`src/rtl/core/psp_pkg.sv`:
```
// ----------------------------------------------------------------------------
// psp_pkg: shared definitions for the permutation slot picker
// Field widths, result status codes, datapath operation codes and the
// command and status structures between the controller and the datapath.
// ----------------------------------------------------------------------------
`timescale 1ns / 1ps

package psp_pkg;

  localparam int DRAW_W        = 10;
  localparam int SLOT_W        = 10;
  localparam int STATUS_W      = 2;
  localparam int OFF_W         = 11;
  localparam int COUNT_W       = 11;
  localparam int SLOTS_DEFAULT = 1024;
  localparam int LAST_RESET    = 1023;

  // Result status codes.
  localparam logic [STATUS_W-1:0] ST_OK       = 2'd0;
  localparam logic [STATUS_W-1:0] ST_BAD_DRAW = 2'd1;
  localparam logic [STATUS_W-1:0] ST_COMPLETE = 2'd2;

  // Datapath operations.
  localparam logic [2:0] OP_HOLD  = 3'd0;
  localparam logic [2:0] OP_CLEAR = 3'd1;
  localparam logic [2:0] OP_START = 3'd2;
  localparam logic [2:0] OP_WALK  = 3'd3;
  localparam logic [2:0] OP_MARK  = 3'd4;
  localparam logic [2:0] OP_COMP  = 3'd5;

  typedef struct packed {
    logic                latch;
    logic                zero_count;
    logic [2:0]          op;
    logic                load_out;
    logic [STATUS_W-1:0] status;
  } psp_cmd_t;

  typedef struct packed {
    logic bad_draw;
    logic complete;
    logic free;
    logic step_lim;
    logic at_k;
    logic clr_done;
  } psp_stat_t;

endpackage

```
`src/rtl/core/psp_ctrl.sv`:
```
// ----------------------------------------------------------------------------
// psp_ctrl: controller of the permutation slot picker
// Sequences the clearing pass, the range checks, the walk to a free slot,
// the path compression and the hand-over of the result.
// ----------------------------------------------------------------------------
`timescale 1ns / 1ps

module psp_ctrl import psp_pkg::*; (
  input  logic      clk,
  input  logic      rst,
  input  logic      in_valid,
  input  logic      in_first,
  output logic      in_ready,
  output logic      out_valid,
  input  logic      out_ready,
  input  psp_stat_t stat,
  output psp_cmd_t  cmd
);

  localparam logic [2:0] S_CLEAR = 3'd0;
  localparam logic [2:0] S_IDLE  = 3'd1;
  localparam logic [2:0] S_CHECK = 3'd2;
  localparam logic [2:0] S_WALK  = 3'd3;
  localparam logic [2:0] S_COMP  = 3'd4;
  localparam logic [2:0] S_RESP  = 3'd5;

  logic [2:0]          state, state_next;
  logic                pending, pending_next;
  logic [STATUS_W-1:0] res_code, res_code_next;
  logic                out_valid_next;

  always_comb begin
    state_next     = state;
    pending_next   = pending;
    res_code_next  = res_code;
    in_ready       = 1'b0;
    cmd.latch      = 1'b0;
    cmd.zero_count = 1'b0;
    cmd.op         = OP_HOLD;
    cmd.load_out   = 1'b0;
    cmd.status     = res_code;
    unique case (state)
      S_CLEAR: begin
        cmd.op = OP_CLEAR;
        if (stat.clr_done) begin
          state_next   = pending ? S_CHECK : S_IDLE;
          pending_next = 1'b0;
        end
      end
      S_IDLE: begin
        in_ready = 1'b1;
        if (in_valid) begin
          cmd.latch = 1'b1;
          if (in_first) begin
            cmd.zero_count = 1'b1;
            pending_next   = 1'b1;
            state_next     = S_CLEAR;
          end else begin
            state_next = S_CHECK;
          end
        end
      end
      S_CHECK: begin
        priority if (stat.bad_draw) begin
          res_code_next = ST_BAD_DRAW;
          state_next    = S_RESP;
        end else if (stat.complete) begin
          res_code_next = ST_COMPLETE;
          state_next    = S_RESP;
        end else begin
          cmd.op     = OP_START;
          state_next = S_WALK;
        end
      end
      S_WALK: begin
        priority if (stat.free) begin
          cmd.op     = OP_MARK;
          state_next = S_COMP;
        end else if (stat.step_lim) begin
          // The chain closes on itself without a free slot.
          res_code_next = ST_COMPLETE;
          state_next    = S_RESP;
        end else begin
          cmd.op = OP_WALK;
        end
      end
      S_COMP: begin
        if (stat.at_k || stat.step_lim) begin
          res_code_next = ST_OK;
          state_next    = S_RESP;
        end else begin
          cmd.op = OP_COMP;
        end
      end
      S_RESP: begin
        if (!out_valid || out_ready) begin
          cmd.load_out = 1'b1;
          state_next   = S_IDLE;
        end
      end
      default: begin
        state_next = S_IDLE;
      end
    endcase
  end

  always_comb begin
    priority if (cmd.load_out) begin
      out_valid_next = 1'b1;
    end else if (out_ready) begin
      out_valid_next = 1'b0;
    end else begin
      out_valid_next = out_valid;
    end
  end

  always_ff @(posedge clk) begin
    if (rst) begin
      state     <= S_CLEAR;
      pending   <= 1'b0;
      res_code  <= ST_OK;
      out_valid <= 1'b0;
    end else begin
      state     <= state_next;
      pending   <= pending_next;
      res_code  <= res_code_next;
      out_valid <= out_valid_next;
    end
  end

  a_reset_clears : assert property (@(posedge clk) $fell(rst) |-> state == S_CLEAR)
    else $error("psp_ctrl: clearing pass does not start after reset");

  a_load_free : assert property (@(posedge clk) disable iff (rst)
    cmd.load_out |-> (!out_valid || out_ready))
    else $error("psp_ctrl: result register overwritten before it was taken");

endmodule

```
`config.mk`:
```
export PLATFORM = sky130hd
export DESIGN_NAME = psp_ctrl
export DESIGN_NICKNAME = d
export VERILOG_FILES = /design/src/rtl/core/psp_pkg.sv /design/src/rtl/core/psp_ctrl.sv
export SDC_FILE = /design/constraint.sdc
export NUM_CORES = 1
export LEC_CHECK = 0
export BUFFER_PORTS_ARGS = -buffer_cell sky130_fd_sc_hd__buf_2
export CORE_AREA = 3 3 40 42
export CTS_BUF_LIST = sky130_fd_sc_hd__clkbuf_4
export CTS_CLUSTER_DIAMETER = 60
export DETAILED_ROUTE_END_ITERATION = 8
export DIE_AREA = 0 0 43 45
export HOLD_SLACK_MARGIN = 0.12
export PLACE_DENSITY = 0.78
export RECOVER_POWER = 25
export SLEW_MARGIN = 0
export SYNTH_ARGS = -nofsm -noshare
export SYNTH_HDL_FRONTEND = slang
export SYNTH_SLANG_ARGS = --single-unit
```
`constraint.sdc`:
```
create_clock -name clk -period 1.4 [get_ports clk]
set_input_delay 0.07 -clock clk [delete_from_list [all_inputs] [get_ports clk]]
set_output_delay 0.07 -clock clk [all_outputs]
set_load 0.1 [all_outputs]
```
==> flow_summary.yaml, run 1 <==
critical_path:
  cp.arrival_ns: 1.37
  endpoint_kind: "output port"
  worstPathMaxFanout: 6
  crit_required_ns: 1.33
  cpMaxStageDelayCell: "dfxtp_2"
  critical_path_class: "reg2out"
  critPathMaxStageDelay_ns: 0.34
  path_cells: "and2b_1, and3_4, and2_4, buf_12"
  ff2ff_path_depth: 5
  startpoint_type: "flop"
detailed_routing:
  finalWirelength_um: 1750
  ant_nets: 0
  wl_per_cell_um: 15.0
  viasPerCell: 5.76
  drt-initial-drc-count: 13
  drc: 0
  vias: 668
  drtPass1Iterations: 4
global_route:
  grt.total_usage_pct: 18.7
  grt_overflow: 0
  grt_pass1_vias: 618
  antenna_found_initial: 0
  grt_pass1_wl_um: 2670
  grt_start_max_net_pins: 12
pwr:
  power_frac_seq_pct: 23.5
  irDropWorstVdd_mv: 0.815
  p_sw_share_pct: 46.3
  p_per_area_nw_per_um2: 1180
  p_sw_w: 0.000499
  power.leakage_nw: 0.380
  p_int_w: 0.000579
  combPwrFrac_pct: 57.5
  power_frac_clock_pct: 19.0
timing:
  whs_ns: 0.127
  max_freq_mhz: 697
  maxSlewViolCount: 0
  final-hold-violation-count: 0
  slew_headroom_pct: 63.9
  rsz0062_at_grt: "yes"
  fin_skew_ns: 0.00190
  worst_pin_slew_ns: 0.543
  min_period_ns: 1.44
  worst_slack_ns: -0.0353
  setup_viol: 1
  period_share_pct: 103
finish:
  n_antenna_cell: 0
  syn2layout_area_growth_pct: 62.0
  drive_gt1_share_pct: 54.5
  fin_nets: 113
  fin_util_pct: 71.0
run_status:
  violations: "setup timing"
  status: "finished with violations"
floorplan:
  die_area_um2: 1940
  ios: 21
  rows: 13
  initial_utilization_pct: 43.8
  die_w_um: 43
  coreArea_um2: 1280
  die_h_um: 45
placed_design:
  gp_congestion: 0.891
  place_hpwl_um: 1140
  port_buffers: 20
logic_synthesis:
  synth-seq-area-share_pct: 24.9
  synth_nets: 82
  avgSynthCellArea_um2: 7.93
  ys_types: 31
  syn_area_um2: 563
  synth_cells: 71
  synth_warnings: 0
  ys_ff_latch: 7
clock_tree:
  clk_pin_slew_ns: 0.05
  root_buffer: "clkbuf_4"
  htree_levels: 1
  tritoncts: "yes"
  clock-sinks: 7
  clk_latency_ns: 0.25
  clockBufferDepth: 2
  cts_buffers: 3
worst_hold_path:
  hold_depth: 3
  hp-class: "in2reg"
job:
  drv_cap: 0
-- placed cells by master (no fill, tap or decap), types with 2 or more instances in the layout --
master,instances
a31oi_1,3
dfxtp_1,3
buf_2,11
dfxtp_4,2
o21ai_0,2
dfxtp_2,2
inv_1,3
clkbuf_4,4
mux2i_1,2
nor2_1,5
clkbuf_2,2
a21oi_1,6
buf_12,7
o211ai_1,2
o21a_1,2
nand2b_1,3
buf_4,9
nand2_1,4
nor2_4,2
-- state kept, by name, indices dropped and copies added, names as in the netlist --
register,cells
pending,1
state,3
out_valid,1
res_code,2
-- Yosys cell counts (all sizes together) --
cell type,number,share of area (%)
inv,5,3.8
dfxtp,7,25
and3,1,2.0
buf,4,6.7
nor2b,2,2.2
a22o,1,1.6
mux2i,2,3.6
nand4,1,1.1
o21ai,4,3.6
o221ai,1,2.7
nand4b,1,1.6
nand2,5,3.3
and2b,1,1.3
a221oi,1,2.7
or3,1,1.1
a311oi,1,1.6
and2,1,1.6
nand3,3,4.9
o211ai,2,2.7
nor2,8,5.3
a21oi,6,5.3
nand2b,3,3.3
nor3,3,4.7
nor3b,2,2.7
o21a,2,2.7
a31oi,3,3.3
-- final cells by class --
class / instances / area [um^2]
multi-input combinational: 55 / 407
tap: 15 / 18.8
clock buffer: 4 / 30.0
inverter: 5 / 23.8
fill: 109 / 373
timing repair buffer: 30 / 283
sequential: 7 / 150
-- worst max-delay path, delay by kind of cell (launching register included) --
| family | cells | cell delay [ns] |
|---|---|---|
| DFF | 1 | 0.34 |
| and+or+nand+nor | 3 | 0.60 |
| buffers and inverters | 1 | 0.17 |
-- logic make-up after synthesis --
logic type             Yosys count  synth area share [%]
AOI/OAI and AO/OA               21                  26.0
buffers and inverters            9                  10.4
DFF                              7                  24.9
muxes                            2                  3.56
and+or+nand+nor                 32                  35.1
-- final timing paths --
| path | endpoint | from | slack (ns) |
|---|---|---|---|
| max | cmd[6] | state[2] | -0.04 |
| min reg2reg | res_code[1] | res_code[1] | 0.47 |
| min | out_valid | out_ready | 0.13 |
| max reg2reg | pending | state[2] | 0.10 |
-- power groups by stage --
stage	Combinational, W	Clock (W)	Sequential (W)
after CTS	0.000601	0.000207	0.000249
after detailed placement	0.000550	0	0.000264
final	0.000619	0.000205	0.000254
after floorplan	0.000366	0	0.000292
after global routing	0.000642	0.000227	0.000257
after global placement	0.000546	0	0.000263
-- stage by stage --
stage               total power (W)  setup TNS (ns)  cell area (um^2)  cells  setup slack [ns]
finish                      0.00108         -0.0353               912    116           -0.0353
detailed placement         0.000814               0               800    106            0.0832
global route                0.00113          -0.156               912    116           -0.0749
CTS                         0.00106         -0.0236               887    115           -0.0236
global placement           0.000809               0               800    106             0.117
floorplan                  0.000658          -0.298               583     71            -0.123
-- metal layers --
layer	vias up	GRT usage (%)	share of wire, %
li1	314	-	-
met1	306	20.8	39
met2	39	30.8	49
met3	9	7.97	10
met4	0	9.04	2.4
met5	-	0	0
-- timing repair --
action,4_1_cts,5_1_grt
pin swaps,2,2
resized for setup,6,6
setup buffers,4,1
hold endpoints to repair,4,0
endpoints found under the setup margin,6,7
hold buffers,1,0
No activity file was read; power rests on OpenSTA's default activity.
==> run 2, diff against run 1 <==
- RECOVER_POWER: 25 -> 50
==> run 2 against run 1 <==
Compared with the run above:
- the flow still finishes with violations (setup timing)
- hold slack did not move
- first-iteration DRC count did not move
- clock-buffer cell count did not move
- wire length barely moved
- combinational power barely moved
- fmax did not move
- die area did not move
- sequential power barely moved
- sequential share of layout area did not move
- cell count did not move
- register-to-register slack barely moved
- utilization did not move
- largest power group unchanged
- highest routed layer unchanged
==> flow_summary.yaml, run 2 (synthesis gave the netlist of run 1 again) <==
clock_tree:
  clk_latency_ns: 0.25
  root_buffer: "clkbuf_4"
  clockBufferDepth: 2
  tritoncts: "yes"
  cts_buffers: 3
  htree_levels: 1
  clock-sinks: 7
  clk_pin_slew_ns: 0.05
worst_hold_path:
  hp-class: "in2reg"
detailed_routing:
  drt-initial-drc-count: 13
  ant_nets: 0
  drtPass1Iterations: 4
  viasPerCell: 5.76
  drc: 0
  finalWirelength_um: 1740
  vias: 668
  wl_per_cell_um: 15.0
timing:
  min_period_ns: 1.44
  worst_slack_ns: -0.0353
  slew_headroom_pct: 63.9
  maxSlewViolCount: 0
  period_share_pct: 103
  rsz0062_at_grt: "yes"
  final-hold-violation-count: 0
  max_freq_mhz: 697
  worst_pin_slew_ns: 0.543
  setup_viol: 1
  fin_skew_ns: 0.00190
finish:
  top_register: "state"
  layout_commonest_cell: "buf_2"
  fin_util_pct: 71.0
  final_cell_mix: "10 x buf_2, 9 x buf_4, 7 x buf_12"
  largest_reg_flops: 3
  n_antenna_cell: 0
  drive_gt1_share_pct: 54.5
  top_regs: "state (3), res_code (2)"
  syn2layout_area_growth_pct: 62.0
  fin_nets: 113
pwr:
  p_per_area_nw_per_um2: 1180
  p_total_w: 0.00108
  power.leakage_nw: 0.379
  irDropWorstVdd_mv: 0.815
critical_path:
  cpMaxStageDelayCell: "dfxtp_2"
  endpoint_kind: "output port"
  startpoint_type: "flop"
  worstPathMaxFanout: 6
  cpLargestDelayFamily: "simple AND/OR/NAND/NOR gates"
  r2r_slack_ns: 0.10
  critical_path_class: "reg2out"
  critPathBufInv: 1
  cp.arrival_ns: 1.37
  path_cells: "and2b_1, and3_4, and2_4, buf_12"
  critPathMaxStageDelay_ns: 0.34
  crit_required_ns: 1.33
job:
  drv_cap: 0
floorplan:
  ios: 21
  die_area_um2: 1940
  coreArea_um2: 1280
  initial_utilization_pct: 43.8
  rows: 13
  die_h_um: 45
  die_w_um: 43
placed_design:
  port_buffers: 20
  place_ws_ns: 0.0832
  place_hpwl_um: 1140
  gp_congestion: 0.891
global_route:
  antenna_found_initial: 0
  grt_overflow: 0
  grt_pass1_wl_um: 2670
  grt_start_max_net_pins: 12
  grt.total_usage_pct: 18.7
  grt_pass1_vias: 618
run_status:
  violations: "setup timing"
  status: "finished with violations"
-- run 2: path summary, 6_finish.rpt --
kind,from,endpoint,depth (start not counted)
setup / recovery,state[2],cmd[6],4
hold / removal,out_ready,out_valid,3
setup reg to reg,state[2],pending,5
hold reg to reg,res_code[1],res_code[1],2
-- run 2: layout make-up --
class / instances / area (um^2)
multi-input combinational: 55 / 407
fill: 109 / 373
timing repair buffer: 30 / 283
sequential: 7 / 150
clock buffer: 4 / 30.0
inverter: 5 / 23.8
tap: 15 / 18.8
-- run 2: per-stage QoR --
step	area [um^2]	hold WS, ns	TNS, ns	cells
3_3_place_gp	800	0.302	0	106
2_1_floorplan	583	0.127	-0.298	71
3_5_place_dp	800	0.304	0	106
5_1_grt	912	0.142	-0.156	116
4_1_cts	887	0.131	-0.0236	115
6_report	912	0.127	-0.0353	116
-- run 2: metal layers --
| metal | share of wire [%] | track usage [%] |
|---|---|---|
| met1 | 39 | 20.8 |
| met2 | 49 | 30.8 |
| met4 | 2.4 | 9.04 |
| met3 | 10 | 7.97 |
| met5 | 0 | 0 |
-- run 2: report_power, final --
group	total [W]	internal [W]	switching, W
logic	0.000619	0.000228	0.000391
clock network	0.000205	0.000128	0.0000764
registers	0.000254	0.000223	0.0000312
-- run 2: worst min-delay path: stages --
cell and delay (ns):
buf_2 0.07, nand2b_1 0.13, a21oi_1 0.07
-- run 2: repair_timing --
item                                    4_1_cts  5_1_grt
endpoints found under the setup margin        6        7
buffers inserted                              4        1
pin swaps                                     2        2
endpoints found under the hold margin         4        0
gates resized for setup                       6        6
hold buffers                                  1        0
